--- config.mk ---
export PLATFORM = sky130hd
export DESIGN_NAME = roulette_wheel_select
export DESIGN_NICKNAME = d
export VERILOG_FILES = /design/src/rtl/rws_pkg.sv /design/src/rtl/roulette_wheel_select.sv /design/src/rtl/rws_ram.sv
export SDC_FILE = /design/constraint.sdc
export NUM_CORES = 2
export LEC_CHECK = 0
export ABC_AREA = 1
export BUFFER_PORTS_ARGS = -buffer_cell sky130_fd_sc_hd__buf_2
export CAP_MARGIN = 20
export CORE_UTILIZATION = 58
export DETAILED_ROUTE_END_ITERATION = 10
export PLACE_DENSITY_LB_ADDON = 0.2
export SYNTH_ARGS = -nofsm -noshare
export SYNTH_HDL_FRONTEND = slang
export SYNTH_HIERARCHICAL = 1
export SYNTH_SLANG_ARGS = --single-unit
--- constraint.sdc ---
create_clock -name clk -period 5.8 [get_ports clk]
set_clock_uncertainty 0.15 [all_clocks]
set_input_delay 1.16 -clock clk [delete_from_list [all_inputs] [get_ports clk]]
set_output_delay 1.16 -clock clk [all_outputs]
set_load 0.05 [all_outputs]
--- src/rtl/rws_pkg.sv ---
// Shared constants, field widths, command codes and sequencer states for
// the roulette wheel selection block. No dependencies.
`timescale 1ns / 1ps

package rws_pkg;

  // Default depth of the cumulative weight table
  localparam int TABLE_DEPTH_DEF = 64;

  // Field widths fixed by the interface
  localparam int SIZE_W      = 7;
  localparam int IDX_W       = 6;
  localparam int VAL_W       = 32;
  localparam int FRAC_W      = 16;
  localparam int SEL_W       = 6;
  localparam int PROD_W      = FRAC_W + VAL_W;

  // Packed word widths, padded to whole bytes
  localparam int IN_TDATA_W  = 56;
  localparam int OUT_TDATA_W = 8;

  // Bit offsets of the input fields inside in_tdata
  localparam int IDX_LSB     = 0;
  localparam int VAL_LSB     = IDX_LSB + IDX_W;
  localparam int FRAC_LSB    = VAL_LSB + VAL_W;

  // Command codes carried on in_tuser
  localparam logic CMD_LOAD   = 1'b0;
  localparam logic CMD_SELECT = 1'b1;

  // Search sequencer states
  typedef enum logic [2:0] {
    S_IDLE,
    S_MUL,
    S_BASE,
    S_LOW,
    S_HIGH,
    S_DONE
  } st_t;

endpackage

--- src/rtl/roulette_wheel_select.sv ---
// Roulette wheel selection: weighted index pick by binary search over a
// cumulative weight table. Uses rws_pkg and one rws_ram instance.
`timescale 1ns / 1ps

//  channel  | direction | handshake            | word contents
//  ---------+-----------+----------------------+------------------------------------
//  in_      | slave     | in_tvalid/in_tready  | tuser: cmd; tdata: index,value,frac
//  out_     | master    | out_tvalid/out_tready| tdata: selected_index
//  cfg_     | write     | cfg_wr_en            | cfg_wr_data: table_size
//
// A load word is written while idle and starts no search. A select word scales the fraction,
// tests entry 0, runs its probes (a second read when entry[p] is read too), hands off the
// result and goes back to idle. Each probe is bound by the single table read port.
// Reset clears only control state; table entries are undefined until loaded. A result
// waiting on out_tready holds the next select in its hand-off cycle, with in_tready low.

module roulette_wheel_select #(
  parameter int TABLE_DEPTH = rws_pkg::TABLE_DEPTH_DEF
) (
  input  logic                              clk,
  input  logic                              rst_n,
  // in_tdata: entry_index[5:0], entry_value[37:6], random_fraction[53:38]
  input  logic [rws_pkg::IN_TDATA_W-1:0]    in_tdata,
  // in_tuser: cmd[0]
  input  logic                              in_tuser,
  input  logic                              in_tvalid,
  output logic                              in_tready,
  // out_tdata: selected_index[5:0]
  output logic [rws_pkg::OUT_TDATA_W-1:0]   out_tdata,
  output logic                              out_tvalid,
  input  logic                              out_tready,
  input  logic                              cfg_wr_en,
  input  logic [rws_pkg::SIZE_W-1:0]        cfg_wr_data
);

  localparam int AW    = $clog2(TABLE_DEPTH);
  localparam int SW    = $clog2(TABLE_DEPTH + 1);
  localparam int SEL_W = rws_pkg::SEL_W;

  // Input word fields
  logic                       in_cmd;
  logic [rws_pkg::IDX_W-1:0]  in_idx;
  logic [rws_pkg::VAL_W-1:0]  in_val;
  logic [rws_pkg::FRAC_W-1:0] in_frac;

  assign in_cmd  = in_tuser;
  assign in_idx  = in_tdata[rws_pkg::IDX_LSB +: rws_pkg::IDX_W];
  assign in_val  = in_tdata[rws_pkg::VAL_LSB +: rws_pkg::VAL_W];
  assign in_frac = in_tdata[rws_pkg::FRAC_LSB +: rws_pkg::FRAC_W];

  logic in_acc;
  assign in_acc = in_tvalid && in_tready;

  // Registers
  rws_pkg::st_t               st_r, st_nxt;
  logic [rws_pkg::SIZE_W-1:0] size_r;
  logic [rws_pkg::FRAC_W-1:0] frac_r;
  logic [rws_pkg::VAL_W-1:0]  target_r;
  logic [SW-1:0]              lo_r, lo_nxt;
  logic [SW-1:0]              hi_r, hi_nxt;
  logic [AW-1:0]              mid_r, mid_nxt;
  logic [AW-1:0]              res_r, res_nxt;
  logic                       out_valid_r;
  logic [SEL_W-1:0]           out_idx_r;

  // Table port signals
  logic                       ram_we;
  logic [AW-1:0]              rd_addr;
  logic [rws_pkg::VAL_W-1:0]  rd_data;

  // Search control
  logic                       lt, gt;
  logic                       done, cont;
  logic                       out_free, out_load;
  logic [SW-1:0]              n;
  logic [SW:0]                mid_sum;
  logic [rws_pkg::PROD_W-1:0] prod;

  // Table storage
  rws_ram #(
    .WIDTH (rws_pkg::VAL_W),
    .DEPTH (TABLE_DEPTH)
  ) u_table (
    .clk     (clk),
    .wr_en   (ram_we),
    .wr_addr (AW'(in_idx)),
    .wr_data (in_val),
    .rd_addr (rd_addr),
    .rd_data (rd_data)
  );

  // Clamp the configured size into 1..TABLE_DEPTH
  always_comb begin
    if (size_r == '0) begin
      n = SW'(1);
    end else if (int'(size_r) > TABLE_DEPTH) begin
      n = SW'(TABLE_DEPTH);
    end else begin
      n = SW'(size_r);
    end
  end

  // Shared multiplier and comparators
  assign prod = rws_pkg::PROD_W'(frac_r) * rws_pkg::PROD_W'(rd_data);
  assign lt   = target_r < rd_data;
  assign gt   = target_r > rd_data;

  // Search bounds and decision; every probe narrows the bounds or ends the
  // search, so the search ends within the table size
  always_comb begin
    lo_nxt  = lo_r;
    hi_nxt  = hi_r;
    res_nxt = res_r;
    done    = 1'b0;
    cont    = 1'b0;
    case (st_r)
      rws_pkg::S_BASE: begin
        lo_nxt = SW'(1);
        hi_nxt = n - SW'(1);
        if (lt || n == SW'(1)) begin
          res_nxt = '0;
          done    = 1'b1;
        end else begin
          cont = 1'b1;
        end
      end
      rws_pkg::S_LOW: begin
        if (lt) begin
          if (hi_r == SW'(mid_r)) begin
            res_nxt = mid_r;
            done    = 1'b1;
          end else begin
            hi_nxt = SW'(mid_r);
            cont   = 1'b1;
          end
        end
      end
      rws_pkg::S_HIGH: begin
        if (gt) begin
          lo_nxt = SW'(mid_r) + SW'(1);
          if (lo_nxt <= hi_r) begin
            cont = 1'b1;
          end else begin
            res_nxt = mid_r;
            done    = 1'b1;
          end
        end else begin
          res_nxt = mid_r;
          done    = 1'b1;
        end
      end
      default: begin
      end
    endcase
  end

  // Midpoint of the next bounds
  assign mid_sum = {1'b0, lo_nxt} + {1'b0, hi_nxt};
  assign mid_nxt = AW'(mid_sum[SW:1]);

  assign out_free = !out_valid_r || out_tready;

  // Next state
  always_comb begin
    st_nxt = st_r;
    unique case (st_r)
      rws_pkg::S_IDLE: begin
        if (in_acc && in_cmd == rws_pkg::CMD_SELECT) begin
          st_nxt = rws_pkg::S_MUL;
        end
      end
      rws_pkg::S_MUL: begin
        st_nxt = rws_pkg::S_BASE;
      end
      rws_pkg::S_BASE: begin
        st_nxt = done ? rws_pkg::S_DONE : rws_pkg::S_LOW;
      end
      rws_pkg::S_LOW: begin
        if (done) begin
          st_nxt = rws_pkg::S_DONE;
        end else if (!cont) begin
          st_nxt = rws_pkg::S_HIGH;
        end
      end
      rws_pkg::S_HIGH: begin
        st_nxt = done ? rws_pkg::S_DONE : rws_pkg::S_LOW;
      end
      rws_pkg::S_DONE: begin
        if (out_free) begin
          st_nxt = rws_pkg::S_IDLE;
        end
      end
      default: begin
        st_nxt = rws_pkg::S_IDLE;
      end
    endcase
  end

  // Sequencer outputs: handshake, table write and read address
  always_comb begin
    in_tready = 1'b0;
    ram_we    = 1'b0;
    out_load  = 1'b0;
    rd_addr   = '0;
    unique case (st_r)
      rws_pkg::S_IDLE: begin
        in_tready = 1'b1;
        ram_we    = in_acc && in_cmd == rws_pkg::CMD_LOAD && int'(in_idx) < TABLE_DEPTH;
        rd_addr   = AW'(n - SW'(1));
      end
      rws_pkg::S_MUL: begin
        rd_addr = '0;
      end
      rws_pkg::S_BASE, rws_pkg::S_HIGH: begin
        rd_addr = mid_nxt - AW'(1);
      end
      rws_pkg::S_LOW: begin
        rd_addr = cont ? mid_nxt - AW'(1) : mid_r;
      end
      rws_pkg::S_DONE: begin
        out_load = out_free;
      end
      default: begin
      end
    endcase
  end

  // Control registers
  always_ff @(posedge clk) begin
    if (!rst_n) begin
      st_r        <= rws_pkg::S_IDLE;
      size_r      <= rws_pkg::SIZE_W'(1);
      out_valid_r <= 1'b0;
    end else begin
      st_r <= st_nxt;
      if (cfg_wr_en) begin
        size_r <= cfg_wr_data;
      end
      if (out_load) begin
        out_valid_r <= 1'b1;
      end else if (out_tready) begin
        out_valid_r <= 1'b0;
      end
    end
  end

  // Datapath registers
  always_ff @(posedge clk) begin
    if (in_acc) begin
      frac_r <= in_frac;
    end
    if (st_r == rws_pkg::S_MUL) begin
      target_r <= prod[rws_pkg::PROD_W-1:rws_pkg::FRAC_W];
    end
    lo_r  <= lo_nxt;
    hi_r  <= hi_nxt;
    res_r <= res_nxt;
    if (cont) begin
      mid_r <= mid_nxt;
    end
    if (out_load) begin
      out_idx_r <= SEL_W'(res_r);
    end
  end

  assign out_tvalid = out_valid_r;
  assign out_tdata  = rws_pkg::OUT_TDATA_W'(out_idx_r);

`ifndef SYNTH
  // The chosen index always lies inside the table in use
  a_res_in_range: assert property (@(posedge clk) disable iff (!rst_n)
    st_r == rws_pkg::S_DONE |-> SW'(res_r) < n)
    else $error("selected index beyond table size");

  // Search bounds never cross while probing
  a_bounds_order: assert property (@(posedge clk) disable iff (!rst_n)
    (st_r == rws_pkg::S_LOW || st_r == rws_pkg::S_HIGH) |-> lo_r <= hi_r)
    else $error("search bounds crossed");

  // Probe point stays between the bounds
  a_mid_between: assert property (@(posedge clk) disable iff (!rst_n)
    (st_r == rws_pkg::S_LOW || st_r == rws_pkg::S_HIGH)
      |-> (SW'(mid_r) >= lo_r && SW'(mid_r) <= hi_r))
    else $error("probe point outside bounds");

  // A load word starts no search
  a_load_no_search: assert property (@(posedge clk) disable iff (!rst_n)
    (in_acc && in_cmd == rws_pkg::CMD_LOAD) |=> st_r == rws_pkg::S_IDLE)
    else $error("load word started a search");
`endif

endmodule

--- src/rtl/rws_ram.sv ---
// Generic single-write, single-read RAM with registered read data.
// Holds the cumulative weight table; no package dependencies.
`timescale 1ns / 1ps

module rws_ram #(
  parameter int WIDTH = 32,
  parameter int DEPTH = 64,
  localparam int AW = (DEPTH > 1) ? $clog2(DEPTH) : 1
) (
  input  logic             clk,
  input  logic             wr_en,
  input  logic [AW-1:0]    wr_addr,
  input  logic [WIDTH-1:0] wr_data,
  input  logic [AW-1:0]    rd_addr,
  output logic [WIDTH-1:0] rd_data
);

  logic [WIDTH-1:0] mem [DEPTH];

  // Write port
  always_ff @(posedge clk) begin
    if (wr_en) begin
      mem[wr_addr] <= wr_data;
    end
  end

  // Registered read port
  always_ff @(posedge clk) begin
    rd_data <= mem[rd_addr];
  end

endmodule
After elaboration in Yosys (flattened, before gate mapping)
Memories as Yosys holds them, arrays and structs flattened. A register that Yosys moved wholly into a read port is not among the register bits.
Index checks and enable logic that the tools add are counted.
{ "classes": {"addsub": 4, "mul": 1, "order_cmp": 4, "n_eq_ne": 14, "muxes": 40, "bitwise_logic": 1, "reduce_logical": 13} }
{ "ops": {"columns": ["cell", "n"], "rows": [
  ["16-bit by 32-bit multiplier with 48-bit output", 1],
  ["6-bit 2-to-1 mux", 6],
  ["6-bit case mux with 3 select lines", 2],
  ["7-bit 2-to-1 mux", 5],
  ["32-bit greater-than comparator", 1],
  ["32-bit < comparator", 1],
  ["7-bit case mux with 2 select lines", 2],
  ["1-bit 2-to-1 mux", 17],
  ["3-bit 2-to-1 mux", 5],
  ["3-bit case mux with 5 select lines", 1],
  ["2-bit != test, second input constant", 5],
  ["6-bit by 1-bit adder with 7-bit output, second input constant", 1],
  ["7-bit adder", 1],
  ["7-bit by 1-bit equality test with 1-bit output, second input constant", 1],
  ["7-bit by 6-bit equality test with 1-bit output", 1],
  ["7-bit greater-than comparator, second input constant", 1],
  ["7-bit <= comparator", 1],
  ["7-bit logical NOT", 1],
  ["7-bit by 1-bit subtractor with 7-bit output, second input constant", 1],
  ["3-bit by 2-bit equality test with 1-bit output, second input constant", 2],
  ["3-bit equality test, second input constant", 2],
  ["3-bit != test, second input constant", 2],
  ["1-bit case mux with 3 select lines", 2],
  ["6-bit by 1-bit subtractor with 6-bit output, second input constant", 1],
  ["11 further kinds", 14]
]} }
{ "totals": {"ff_bits": 91, "mem_bits_rw": 2048, "in_bits": 69, "out_inout_bits": 10, "wordCells": 88, "mem_count": 1} }
{ "mem_list": {"columns": ["memory", "words", "width", "rd", "rd_clocked_by_memory_dff", "wr", "line_no", "text"], "rows": [
  ["u_table.mem", 64, 32, 1, 1, 1, "rws_ram.sv:18", "logic [WIDTH-1:0] mem [DEPTH];"]
]} }

Depth between registers and ports, before layout
{ "depth": {"word_depth": 10, "mapped_depth": 39, "depth_no_buf": 36} }

Cells and area by module
Netlist, hierarchy kept.
{ "by_module_without_submodules": {"columns": ["mod", "n_inst", "cells_per_inst", "area_per_inst_um2", "seq_area_each_um2"], "rows": [
  ["rws_ram", 1, 6769, 82738.1, 62139.6],
  ["roulette_wheel_select", 1, 2686, 21423.0, 2482.4]
]} }

Worst setup path before layout
OpenSTA, ideal clock, no wires.
{ "synth_path": {"path_kind": "register -> register", "start": "register u_table.rd_data[7] (read register of u_table.mem)", "end": "register target_r[31] (netlist name), data pin", "setup_ns": 0.260, "arrival_ns": 5.682, "t_required_ns": 5.390, "setup_slack_ns": -0.292, "path_stages_with_launch": 30, "n_path_buf": 2, "synth_period_minus_slack_ns": 6.092, "path_cell_list": "dfxtp_1 clkbuf_1 clkbuf_1 nand2_1 fa_1 inv_1 fa_1 inv_1 fa_1 inv_1 fa_1 fa_1 inv_1 fa_1 inv_1 ha_1 a21oi_1 o21a_1 o21ai_0 a211oi_1 o21ai_1 nand2_1 o211ai_1 nand2_1 nand2_1 nand2_1 nand2_1 nand2_1 nand2_1 xnor2_1"} }
{ "synth_via": {"elab_chain_cells": 1} }
{ "synth_lines": {"columns": ["element", "line_no", "text"], "rows": [
  ["start: declaration", "rws_ram.sv:15", "output logic [WIDTH-1:0] rd_data"],
  ["16-bit by 32-bit multiplier with 48-bit output", "roulette_wheel_select.sv:104", "assign prod = rws_pkg::PROD_W'(frac_r) * rws_pkg::PROD_W'(rd_data);"],
  ["net prod, one bit", "roulette_wheel_select.sv:77", "logic [rws_pkg::PROD_W-1:0] prod;"],
  ["end signal: assignment", "roulette_wheel_select.sv:253", "target_r <= prod[rws_pkg::PROD_W-1:rws_pkg::FRAC_W];"],
  ["end: declaration", "roulette_wheel_select.sv:58", "logic [rws_pkg::VAL_W-1:0] target_r;"]
]} }
The timed path passes the listed nets, and every way through them passes these cells.
A chain may end at the register's enable or synchronous reset.

Final worst setup path
{ "layout_path": {"start": "register frac_r[13] (netlist name)", "end": "register target_r[23] (netlist name), data pin"} }
{ "layout_via": {"elab_chain_cells": 1} }
{ "layout_lines": {"columns": ["element", "line_no", "text"], "rows": [
  ["start: declaration", "roulette_wheel_select.sv:57", "logic [rws_pkg::FRAC_W-1:0] frac_r;"],
  ["start signal: assignment", "roulette_wheel_select.sv:250", "frac_r <= in_frac;"],
  ["16-bit by 32-bit multiplier with 48-bit output", "roulette_wheel_select.sv:104", null],
  ["net prod, one bit", "roulette_wheel_select.sv:77", null]
]} }
The timed path passes the listed nets, and every way through them passes these cells.

==> metrics.txt <==
failing checks negative setup slack; Rows 155; CTS tree done; hold violation count in the final report 0; Placement Setup Slack -709.2 ps; RSZ-0062 raised after global routing true; fin crit share 106.5%; Design Area, Final between 100,000 and 150,000 um2; Max-Cap Viols 0; Critical Path Source frac_r[13]; ys flop type edfxtp_1; kind of critical path flop to flop; DR vias 74,920; class of the worst hold path flop to flop; post-synthesis sequential area ratio 62.04%; Die H roughly 430 um; Max Freq 161.9 MHz; critical path endpoint category flop; min-delay src res_r[0]; final routed DRC violation total 0; RePlAce Congestion 0.9130; yosys warns 6; Clock Sinks 2,171; largest net degree at the start of global routing 77; post-detailed-routing wire length 306.1 mm; initial core utilization approximately three fifths; share of cells above drive strength 1 between 15 and 20%; I/O pin cnt approximately 80; total track usage between 30% and 40%; max_slew headroom 31.63%; commonest non-fill, non-tap cell in the layout nand2_1; commonest non-fill, non-tap cells in the layout nand2_1 (2,830), edfxtp_1 (2,114), nand3_1 (1,836); Worst EP arrival 6630 ps; Synth Register Bits ~2,200; clock buffer count from CTS 211; Port Buffer Count 74; CTS max path bufs 3; vias in the first global route approximately 73,000; Post-synth EDFFs 2,114; Non-Filler Instances about 13,000; fin. max-slew vios 0; initial antenna violation count 10; Worst-Margin Slew just over 1000 ps; die width 425.8 um; syn_area_per_cell 11.02 um2; final setup vio count 28; Antenna Nets Post-Route 0; total core area 178,400 um2; WP data required 6250 ps; startpoint types flop; synthesized area 104,200 um2; Reg clk slew, reported paths 60 ps; Iter 0 DRT Violations between 9,000 and 10,000; number of H-tree levels 4; nets@finish 10,760; clock latency on the worst-skew pair ~890 ps; Yosys cell types 59; dpl cell area 113,400 um2; Async S/R FF share, synth 0%; Final TNS setup -6113 ps; Cells after Synth 9,455; P&R area growth vs syn 19.38%; post-layout minimum cycle time 6175 ps; vias per cell 5.927; Final Worst Setup Slack -375.3 ps; Pre-antenna DRT Iters 7; Reg-to-Reg Start frac_r[13]; Final HPWL DP 182.5 mm; Die Area 181,300 um2; GRT overflow 0; crit path max fanout 6; status finished with violations; Wirelength per Cell 24.21 um; global-route wire length before repair 443.9 mm; dpl cells 12,130; root buffer cell clkbuf_16
## path summary, 6_finish.rpt
path	slack (ps)	endpoint	depth (start not counted)
worst max register to register	-380	target_r[23]	24
worst min-delay path	280	out_idx_r[0]	0
worst min register to register	280	out_idx_r[0]	0
worst max-delay path	-380	target_r[23]	24
## flip-flops by register name (all words and copies together), names as in the netlist
name and cells:
u_table/mem 2048, target_r 32, u_table/rd_data 32, frac_r 16
hi_r 7, lo_r 7, size_r 7, mid_r 6
out_idx_r 6, res_r 6, st_r 3, out_tvalid 1
## final cells by class
type | count | area, um2
Fill cell | 12350 | 54080
Antenna cell | 5 | 12.51
Clock buffer | 271 | 5682
Inverter | 789 | 3032
Multi-Input combinational cell | 5929 | 36290
Tap cell | 2355 | 2947
Timing Repair Buffer | 1005 | 10660
Sequential cell | 2171 | 64640
Clock inverter | 116 | 1082
## kinds of logic after synthesis
| family | synth area share, % |
|---|---|
| and+or+nand+nor | 20.89 |
| AOI/OAI and AO/OA | 1.190 |
| DFF | 62.04 |
| xor gates and xnor gates | 0.4000 |
| buffers and inverters | 5.458 |
| other | 0.003600 |
| adders and majority gates | 10.02 |
## repair_timing
| action | in CTS | in global routing |
|---|---|---|
| pin swaps | 88 | 92 |
| hold endpoints to repair | 0 | 0 |
| resized for setup | 267 | 340 |
| cloned | 6 | 19 |
| endpoints found under the setup margin | 63 | 64 |
| setup buffers | 27 | 72 |
| hold buffers | 0 | 0 |
## synth_stat cells (11+ instances only)
cell / number / area [um2]
buf_1: 40 / 150.1
buf_4: 47 / 352.8
nor2_1: 155 / 581.8
xor2_1: 26 / 227.7
nand3_1: 1941 / 9714
nor3_1: 13 / 65.06
nand2_1: 2919 / 10960
edfxtp_1: 2114 / 63480
fa_1: 418 / 8368
ha_1: 165 / 2064
dfxtp_1: 57 / 1141
inv_1: 775 / 2909
o21ai_0: 55 / 275.3
buf_2: 283 / 1416
xnor2_1: 16 / 140.1
a21oi_1: 90 / 450.4
nand4_1: 20 / 125.1
clkbuf_1: 189 / 709.4
inv_2: 11 / 41.29
## stage by stage
| step | hold WS (ps) | utilization [%] |
|---|---|---|
| after floorplan | 250.3 | - |
| after global placement | 275.1 | 63.56 |
| after detailed placement | 269.0 | 63.57 |
| after CTS | 258.8 | 68.23 |
| after global routing | 288.5 | 69.69 |
| final | 281.6 | 69.69 |
## layer usage
layer | global-route usage, % | share of wire (%) | up-vias
met3 | 6.303 | 12 | 672
met2 | 51.82 | 46 | 4453
met5 | 0 | 0.020 | -
met1 | 44.93 | 37 | 36530
met4 | 15.43 | 4.6 | 12
li1 | - | - | 33260
## worst max-delay path, cell delays in order, from the launching register on
cell,delay [ps]
edfxtp_1,510
buf_6,200
nand2_1,60
inv_1,50
fa_1,580
fa_2,470
fa_1,560
fa_2,450
fa_1,570
fa_2,480
ha_4,290
nand2_2,70
inv_1,80
a21oi_4,170
nor2_2,50
a211oi_2,210
o21ai_2,100
nand2_1,100
o211ai_1,160
nand2_1,140
nand2_2,90
nand2_2,90
nand2_2,50
buf_4,130
xor2_1,130
Power is left out: the tool's default activity adds up to more than one toggle a clock period on the data nets, which glitch-free logic cannot reach.
